## src/sv/brmd_pkg.sv

```systemverilog
// shared types and constants for the block rotation minimum distance core
package brmd_pkg;

  localparam int SAMPLE_BITS = 16;
  localparam int DIST_BITS   = 38;
  localparam int SHIFT_BITS  = 6;
  localparam int STEP_BITS   = 7;
  localparam int DIFF_BITS   = SAMPLE_BITS + 1;
  localparam int SQ_BITS     = 2 * DIFF_BITS;

  localparam logic [DIST_BITS-1:0] DIST_MAX = {DIST_BITS{1'b1}};

  typedef struct packed {
    logic signed [SAMPLE_BITS-1:0] ref_sample;
    logic signed [SAMPLE_BITS-1:0] cand_sample;
    logic                          last_element;
  } in_item_t;

  typedef struct packed {
    logic signed [SAMPLE_BITS-1:0] out_sample;
    logic [DIST_BITS-1:0]          min_sq_distance;
    logic [SHIFT_BITS-1:0]         best_shift;
    logic                          length_overflow;
    logic                          out_last;
  } out_item_t;

  // controller to datapath
  typedef struct packed {
    logic load_en;     // input channel open
    logic start_try;   // rewind element and rotated indexes for one shift
    logic issue;       // read one element pair into the distance pipeline
    logic cmp;         // compare finished sum, step to next shift or to emission
    logic emit_rd;     // read one candidate element for emission
    logic emit_wr;     // move it into the output register
  } ctl_cmd_t;

  // datapath to controller
  typedef struct packed {
    logic close;       // input item with last_element present
    logic last_issue;  // element index at final position
    logic pipe_busy;   // distance pipeline still holds elements
    logic out_free;    // output register can take an item
    logic more_tries;  // another shift follows the current one
  } dp_stat_t;

endpackage

```

## src/sv/brmd_ctrl.sv

```systemverilog
// controller state machine: load, per-shift distance sweep, emission
module brmd_ctrl
  import brmd_pkg::*;
(
  input  logic     clk,
  input  logic     rst,
  input  dp_stat_t stat,
  output ctl_cmd_t cmd
);

  typedef enum logic [2:0] {
    S_LOAD,
    S_START,
    S_RUN,
    S_DRAIN,
    S_CMP,
    S_EMIT_RD,
    S_EMIT_WR
  } state_t;

  state_t state;
  state_t state_next;

  always_comb begin
    cmd        = '0;
    state_next = state;
    case (state)
      S_LOAD: begin
        cmd.load_en = 1'b1;
        if (stat.close) state_next = S_START;
      end
      S_START: begin
        cmd.start_try = 1'b1;
        state_next    = S_RUN;
      end
      S_RUN: begin
        cmd.issue = 1'b1;
        if (stat.last_issue) state_next = S_DRAIN;
      end
      S_DRAIN: begin
        if (!stat.pipe_busy) state_next = S_CMP;
      end
      S_CMP: begin
        // next shift, or emission once the last shift is compared
        cmd.cmp    = 1'b1;
        state_next = stat.more_tries ? S_START : S_EMIT_RD;
      end
      S_EMIT_RD: begin
        cmd.emit_rd = 1'b1;
        state_next  = S_EMIT_WR;
      end
      S_EMIT_WR: begin
        if (stat.out_free) begin
          cmd.emit_wr = 1'b1;
          state_next  = stat.last_issue ? S_LOAD : S_EMIT_RD;
        end
      end
      default: state_next = S_LOAD;
    endcase
  end

  always_ff @(posedge clk) begin
    if (rst) begin
      state <= S_LOAD;
    end else begin
      state <= state_next;
    end
  end

endmodule

```

## src/sv/brmd_datapath.sv

```systemverilog
// datapath: sample memories, squared distance pipeline, best shift, output register
module brmd_datapath
  import brmd_pkg::*;
#(
  parameter int MAX_LEN = 64
) (
  input  logic                 clk,
  input  logic                 rst,
  input  logic                 cfg_we,
  input  logic [STEP_BITS-1:0] cfg_data,
  input  logic                 in_valid,
  input  in_item_t             in_item,
  input  logic                 out_ready,
  output logic                 out_valid,
  output out_item_t            out_item,
  input  ctl_cmd_t             cmd,
  output dp_stat_t             stat
);

  localparam int CW = $clog2(MAX_LEN + 1);
  localparam int AW = $clog2(MAX_LEN);
  localparam int OW = $clog2(MAX_LEN + 2 * (1 << STEP_BITS) + 1);

  logic [SAMPLE_BITS-1:0] ref_mem  [MAX_LEN];
  logic [SAMPLE_BITS-1:0] cand_mem [MAX_LEN];

  logic [STEP_BITS-1:0] block_size;
  logic [STEP_BITS-1:0] step;
  logic [CW-1:0]        load_count;
  logic                 overflow_seen;
  logic [CW-1:0]        len;
  logic [CW-1:0]        len_m1;
  logic                 ovf;
  logic                 in_acc;
  logic                 has_room;

  logic [AW-1:0]        j;
  logic [AW-1:0]        k;
  logic [AW-1:0]        k_inc;
  logic [OW-1:0]        offset;
  logic [OW-1:0]        offset_next;
  logic                 more_tries;
  logic [AW-1:0]        s;
  logic [AW-1:0]        best_s;
  logic [AW-1:0]        best_off;
  logic [DIST_BITS-1:0] best_d;
  logic                 emitting;

  logic [SAMPLE_BITS-1:0] ref_q;
  logic [SAMPLE_BITS-1:0] cand_q;
  logic                   rd_en;
  logic                   v1;
  logic                   v2;
  logic signed [DIFF_BITS-1:0] diff;
  logic signed [SQ_BITS-1:0]   prod;
  logic [SQ_BITS-1:0]     sq;
  logic [DIST_BITS-1:0]   acc;
  logic [DIST_BITS:0]     acc_sum;

  assign step     = (block_size == '0) ? STEP_BITS'(1) : block_size;
  assign in_acc   = in_valid && cmd.load_en;
  assign has_room = (load_count < CW'(MAX_LEN));
  assign len_m1   = len - CW'(1);
  assign k_inc    = (k == len_m1[AW-1:0]) ? '0 : k + AW'(1);
  assign rd_en    = cmd.issue || cmd.emit_rd;

  // shift s+1 exists while (s+2)*step fits in the vector
  assign offset_next = offset + OW'(step);
  assign more_tries  = (offset_next + OW'(step)) <= OW'(len);

  assign diff    = $signed({ref_q[SAMPLE_BITS-1], ref_q}) -
                   $signed({cand_q[SAMPLE_BITS-1], cand_q});
  assign prod    = diff * diff;
  assign acc_sum = {1'b0, acc} + (DIST_BITS + 1)'(sq);

  assign stat.close      = in_valid && in_item.last_element;
  assign stat.last_issue = (j == len_m1[AW-1:0]);
  assign stat.pipe_busy  = v1 || v2;
  assign stat.out_free   = !out_valid || out_ready;
  assign stat.more_tries = more_tries;

  always_ff @(posedge clk) begin
    if (in_acc && has_room) begin
      ref_mem[load_count[AW-1:0]] <= in_item.ref_sample;
    end
    if (rd_en) begin
      ref_q <= ref_mem[j];
    end
  end

  always_ff @(posedge clk) begin
    if (in_acc && has_room) begin
      cand_mem[load_count[AW-1:0]] <= in_item.cand_sample;
    end
    if (rd_en) begin
      cand_q <= cand_mem[k];
    end
  end

  // load bookkeeping and configuration
  always_ff @(posedge clk) begin
    if (rst) begin
      block_size    <= STEP_BITS'(1);
      load_count    <= '0;
      overflow_seen <= 1'b0;
    end else begin
      if (cfg_we) block_size <= cfg_data;
      if (in_acc) begin
        if (in_item.last_element) begin
          load_count    <= '0;
          overflow_seen <= 1'b0;
        end else if (has_room) begin
          load_count <= load_count + CW'(1);
        end else begin
          overflow_seen <= 1'b1;
        end
      end
    end
  end

  // sweep control and best tracking
  always_ff @(posedge clk) begin
    if (rst) begin
      v1       <= 1'b0;
      v2       <= 1'b0;
      emitting <= 1'b0;
    end else begin
      v1 <= cmd.issue;
      v2 <= v1;
      if (cmd.emit_wr && stat.last_issue) emitting <= 1'b0;
      if (cmd.cmp && !more_tries) emitting <= 1'b1;
    end
  end

  always_ff @(posedge clk) begin
    if (in_acc && in_item.last_element) begin
      len    <= has_room ? load_count + CW'(1) : load_count;
      ovf    <= overflow_seen || !has_room;
      s      <= '0;
      offset <= '0;
    end
    if (cmd.start_try) begin
      j   <= '0;
      k   <= offset[AW-1:0];
      acc <= '0;
    end
    if (cmd.issue || cmd.emit_wr) begin
      j <= j + AW'(1);
      k <= k_inc;
    end
    if (v1) begin
      sq <= SQ_BITS'(prod);
    end
    if (v2) begin
      acc <= (acc_sum > (DIST_BITS + 1)'(DIST_MAX)) ? DIST_MAX : acc_sum[DIST_BITS-1:0];
    end
    if (cmd.cmp) begin
      if (s == '0 || acc < best_d) begin
        best_d   <= acc;
        best_s   <= s;
        best_off <= offset[AW-1:0];
      end
      if (more_tries) begin
        s      <= s + AW'(1);
        offset <= offset_next;
      end else begin
        j <= '0;
        k <= (s == '0 || acc < best_d) ? offset[AW-1:0] : best_off;
      end
    end
  end

  // output register
  always_ff @(posedge clk) begin
    if (rst) begin
      out_valid <= 1'b0;
    end else begin
      if (cmd.emit_wr) begin
        out_valid <= 1'b1;
      end else if (out_ready) begin
        out_valid <= 1'b0;
      end
    end
  end

  always_ff @(posedge clk) begin
    if (cmd.emit_wr) begin
      out_item.out_sample      <= cand_q;
      out_item.min_sq_distance <= best_d;
      out_item.best_shift      <= SHIFT_BITS'(best_s);
      out_item.length_overflow <= ovf;
      out_item.out_last        <= stat.last_issue;
    end
  end

`ifndef SYNTHESIS
  a_pipe_order: assert property (@(posedge clk) disable iff (rst) v2 |-> $past(v1))
    else $error("distance pipeline stage without predecessor");
  a_rd_in_range: assert property (@(posedge clk) disable iff (rst)
    rd_en |-> (CW'(k) < len) && (CW'(j) < len))
    else $error("memory read beyond vector length");
  a_count_bound: assert property (@(posedge clk) disable iff (rst)
    load_count <= CW'(MAX_LEN))
    else $error("load count beyond store depth");
  a_emit_after_sweep: assert property (@(posedge clk) disable iff (rst)
    cmd.emit_rd |-> emitting)
    else $error("emission read before sweep finished");
`endif

endmodule

```

## src/sv/block_rotation_min_distance_core.sv

```systemverilog
// top level of the block rotation minimum distance core
//
// usage:
// - block_size is written through cfg_we/cfg_data while the core is idle;
//   0 acts as 1, reset value is 1
// - input items (ref_sample, cand_sample, last_element) arrive on in_valid/in_ready,
//   one per cycle while loading; last_element closes the vector
// - pairs beyond MAX_LEN are dropped and flagged in length_overflow
// - after the closing item, each shift runs on the single
//   multiply-accumulate pipe (start, len reads, pipeline drain, compare),
//   for floor(len/block_size) shifts (at least one)
// - emission then moves each element through memory read and output register,
//   len items on out_valid/out_ready, the last one flagged by out_last
// - in_ready is low from the closing item until the last result enters the
//   output register; a stalled receiver holds emission in place
// - synchronous reset returns to loading with an empty store and block_size 1
module block_rotation_min_distance_core
  import brmd_pkg::*;
#(
  parameter int MAX_LEN = 64
) (
  input  logic                 clk,
  input  logic                 rst,
  input  logic                 cfg_we,
  input  logic [STEP_BITS-1:0] cfg_data,
  input  logic                 in_valid,
  output logic                 in_ready,
  input  in_item_t             in_item,
  output logic                 out_valid,
  input  logic                 out_ready,
  output out_item_t            out_item
);

  ctl_cmd_t cmd;
  dp_stat_t stat;

  // sequencer: load, sweep shifts, emit
  brmd_ctrl u_ctrl (
    .clk  (clk),
    .rst  (rst),
    .stat (stat),
    .cmd  (cmd)
  );

  // memories, distance pipe, best tracking, output register
  brmd_datapath #(
    .MAX_LEN (MAX_LEN)
  ) u_dp (
    .clk       (clk),
    .rst       (rst),
    .cfg_we    (cfg_we),
    .cfg_data  (cfg_data),
    .in_valid  (in_valid),
    .in_item   (in_item),
    .out_ready (out_ready),
    .out_valid (out_valid),
    .out_item  (out_item),
    .cmd       (cmd),
    .stat      (stat)
  );

  assign in_ready = cmd.load_en;

endmodule

```

## config.mk

```make
export PLATFORM = sky130hd
export DESIGN_NAME = block_rotation_min_distance_core
export DESIGN_NICKNAME = d
export VERILOG_FILES = /design/src/sv/brmd_pkg.sv /design/src/sv/brmd_ctrl.sv /design/src/sv/brmd_datapath.sv /design/src/sv/block_rotation_min_distance_core.sv
export SDC_FILE = /design/constraint.sdc
export NUM_CORES = 2
export LEC_CHECK = 0
export ABC_AREA = 1
export BUFFER_PORTS_ARGS = -buffer_cell sky130_fd_sc_hd__buf_2
export CORE_MARGIN = 3
export CORE_UTILIZATION = 49
export DETAILED_ROUTE_END_ITERATION = 7
export HOLD_SLACK_MARGIN = 0.12
export PLACE_DENSITY = 0.67
export SLEW_MARGIN = 20
export SYNTH_ARGS = -nofsm -noshare
export SYNTH_HDL_FRONTEND = slang
export SYNTH_SLANG_ARGS = --single-unit
export TNS_END_PERCENT = 30
```

## constraint.sdc

```tcl
create_clock -name clk -period 8.7 [get_ports clk]
set_clock_uncertainty 0.05 [all_clocks]
set_input_delay 0.435 -clock clk [delete_from_list [all_inputs] [get_ports clk]]
set_output_delay 0.435 -clock clk [all_outputs]
set_load 0.1 [all_outputs]
```

==> results.md <==
Worst hold path:
- The source of the worst hold timing path is in_item[26].
- The destination of the worst hold path is u_dp.ref_mem[0][9].
- The worst hold path belongs to the class input port to flip-flop.
- The cell depth of the worst min-delay path is 2.

Layout:
- The synthesis-to-layout area growth is 11.0%.
- In the final layout, flip-flops and latches occupy roughly 70000 sq um.
- The commonest non-fill, non-tap cell in the layout is sky130_fd_sc_hd__edfxtp_1.
- The filler cell count in the final layout is 17000.
- Cells with a size suffix above 1 make up roughly 8.3% of the layout.
- The final net count is about 9000.
- The library cells used most frequently in the layout, excluding fill and tap cells, are 2271 x sky130_fd_sc_hd__edfxtp_1, 1269 x sky130_fd_sc_hd__nor2_1, 1103 x sky130_fd_sc_hd__o21ai_0.
- Summing all multi-input logic gate instances after layout gives about 31000 sq um.
- The final standard cell utilization of the core is 55.0%.

Timing:
- The final number of hold-violating endpoints was 0.
- The actual slew at the worst max-slew pin is roughly 1.2 ns.
- Headroom to the max-slew limit came out at roughly 20%.
- Dividing the final minimum period by the clock period gives 91.2%.
- The setup TNS after final layout is 0 ns.
- The final count of pins violating max slew is 0.
- Setup violations remaining at the end of the flow were counted as 0.
- Counting I/O delays and the setup requirement, the final critical path takes 7.93 ns.
- The upper clock frequency limit is around 130 MHz.
- Setup repair after global routing left no endpoint under its margin.

Critical path:
- Among all stages on the critical path, the largest delay is contributed by sky130_fd_sc_hd__fa_1.
- The count of buffering cells on the critical path with inverters included is 7.
- The required time reported for the critical path endpoint is ~9.2 ns.
- At the worst endpoint, the arrival time is about 8.5 ns.
- Counting cells, the worst reg-to-reg path comes to 31.
- On the worst path, the slowest cell contributes a delay of around 0.55 ns.
- The endpoint identified for the worst register-to-register timing path is u_dp.sq[27].
- The worst register-to-register path has a setup slack of about 0.77 ns.
- In this run the worst path has a maximum fanout of 13.
- In this run the critical register-to-register path is launched from u_dp.cand_q[0].
- The dominant delay contributor by cell family on the critical path is adder cells.
- The element type at the critical path end is a flip-flop.
- The kind of critical path is flip-flop to flip-flop.
- STA classifies the critical path startpoint as a flip-flop.

Logic synthesis:
- Synthesis produced a netlist whose cell count is 8515.
- Sequential elements use between 60% and 70% of the synthesized area.
- After synthesis, the share of flip-flops with an asynchronous set or reset is 0%.
- A synthesized cell averages between 10 and 15 sq um.
- The Yosys step of the flow raised 0 warnings.
- The number of nets produced by synthesis is ~9000.
- The main flop type after synthesis is sky130_fd_sc_hd__edfxtp_1.
- The number of flip-flops and latches in the synthesized netlist is between 2000 and 2500.
- In this run, distinct cell masters in the synthesized netlist total 58.
- The number of synthesized flops with an enable pin is around 2300.
- The mapped netlist covers between 100000 and 150000 sq um.

CTS:
- For the worst-skew pair, the clock arrives at the later sink with an insertion delay of ~0.9 ns.
- The number of clock sinks is about 2300.
- The number of gates resized after CTS was 0.
- The number of buffers inserted during clock tree synthesis is about 230.
- The maximum clock insertion buffer count is 3.
- The clock slew at the register clock pins of the worst setup and hold paths is around 0.060 ns.
- The H-tree was split into 4 levels.
- The CTS tree is yes.
- The root buffer cell chosen for the clock tree is sky130_fd_sc_hd__clkbuf_16.

Global route:
- The via count of the first global-routing pass came to between 60000 and 70000.
- The initial antenna violation count is 14.
- The wire length of the first global-routing pass is 442000 um.
- Summed over all layers, the global routing overflow is 0.
- The maximum number of pins on one net before global-route repair is approximately 210.
- The global routing usage summed across all routing layers is between 20% and 30%.

Floorplanning:
- In this run the horizontal extent of the chip is roughly 470 um.
- The initial core utilization is 49.6%.
- The region available for standard cell placement spans roughly 210000 sq um.
- Pin placement for this block handled about 110 I/O pins.
- The area enclosed by the die boundary is between 200000 and 250000 sq um.
- The site row count is approximately 170.
- The overall die height is roughly 470 um.

Routing:
- The total number of vias is ~70000.
- The number of nets still failing antenna checks after routing is 0.
- In the routed design, unresolved DRC markers number 0.
- The iteration-0 DRC count of the detailed router is ~8700.
- Before antenna repair, the detailed router went through 8 iterations.
- The ratio of routed vias to standard cells is 6.05.
- Wires add up to approximately 300000 um.
- The post-detailed-route wirelength per cell is ~26 um.

Flow run:
- Max-cap violations in this run came to 0.

Place:
- The count of port buffers added during placement is between 100 and 150.
- The detailed placer's ending HPWL is between 150000 and 200000 um.
- The last weighted congestion value of the routability-driven placer is 0.905.

Run status:
- The run finished with clean final reports.
[per-layer routing]
layer | wire length, um | GRT usage [%] | vias up
li1 | - | - | 30800
met1 | 118000 | 36.7 | 34800
met2 | 139000 | 42.7 | 3645
met3 | 29300 | 5.42 | 624
met4 | 14500 | 12.2 | 8
met5 | 57 | 0 | -
[cell type report]
class	count	area share [%]
antenna	11	0.0237
multi-input combinational	5073	27.0
timing repair buffer	286	1.81
sequential	2319	59.6
clock buffer	285	5.10
tap	2805	3.02
inverter	641	2.10
clock inverter	132	1.28
[worst register-to-register path: cells and delay by family (launching register included)]
family / cells / cell delay [ns]
flops: 1 / 0.39
simple gates: 12 / 2.38
buf+inv: 7 / 0.47
xor+xnor: 1 / 0.06
compound gates: 2 / 0.27
fa+ha+maj: 9 / 4.06
[worst max path at each step]
stage,startpoint,endpoint,slack [ns],cells past startpoint
after global placement,u_dp.cand_q[0],u_dp.sq[25],0.83,32
after global routing,u_dp.cand_q[0],u_dp.sq[33],0.23,28
after CTS,u_dp.cand_q[0],u_dp.sq[25],0.70,32
after detailed placement,u_dp.cand_q[0],u_dp.sq[25],0.74,32
final,u_dp.cand_q[0],u_dp.sq[27],0.77,31
after floorplan,u_dp.cand_q[0],u_dp.sq[25],1.81,33
[kinds of logic after synthesis]
group	Yosys count	synth area share, %
AOI/OAI and AO/OA	2011	11.3
xor gates and xnor gates	85	0.778
adders and majority gates	470	7.59
buffers and inverters	1123	4.30
DFF	2319	66.2
and+or+nand+nor	2507	9.84
[repair_timing]
| action | CTS | global route |
|---|---|---|
| setup buffers | 0 | 0 |
| endpoints found under the hold margin | 57 | 1018 |
| hold buffers | 25 | 18 |
[cell usage after synthesis (all sizes together), types with 3 or more instances]
cell    number  area [sq um]
o22ai      273          1710
clkinv       9          33.8
a21o        20           150
o31ai        3          22.5
nor2      1350          5150
o21a         7          52.6
ha         197          2460
nor4        11          75.1
buf        165           893
nand3b      12          90.1
a21oi      165           841
xnor2       31           272
or2          5          31.3
o21ai     1124          5640
dfxtp       48           961
nor3        20           105
nand4       85           532
fa         273          5470
o21bai       7          52.6
nand3      332          1670
a21boi       7          52.6
nand2      686          2590
o221ai     241          2110
o211ai     147          1110
xor2        52           497
a31oi       10          62.6
inv        632          2370
edfxtp    2271         68200
clkbuf     317          1200
[stage by stage]
stage	hold WS (ns)	std cells	cell area [sq um]	worst slack, ns
floorplan	0.350	8515	105000	1.81
global placement	0.355	11100	108000	0.829
detailed placement	0.356	11100	108000	0.738
CTS	0.121	11500	116000	0.699
global route	0.176	11500	116000	0.232
finish	0.185	11600	116000	0.765
[registers in the layout (all words and copies together) (netlist names), 3 cells and up]
signal           count
u_dp.offset          9
u_dp.acc            38
u_dp.best_off        6
u_dp.len             7
u_ctrl.state         3
u_dp.load_count      7
u_dp.out_item       62
u_dp.sq             33
u_dp.cand_q         16
u_dp.s               6
u_dp.block_size      7
u_dp.j               6
u_dp.cand_mem     1024
u_dp.ref_q          16
u_dp.best_d         38
u_dp.k               6
u_dp.best_s          6
u_dp.ref_mem      1024
Power is left out: the tool's default activity adds up to more than one toggle a clock period on the data nets, which glitch-free logic cannot reach.
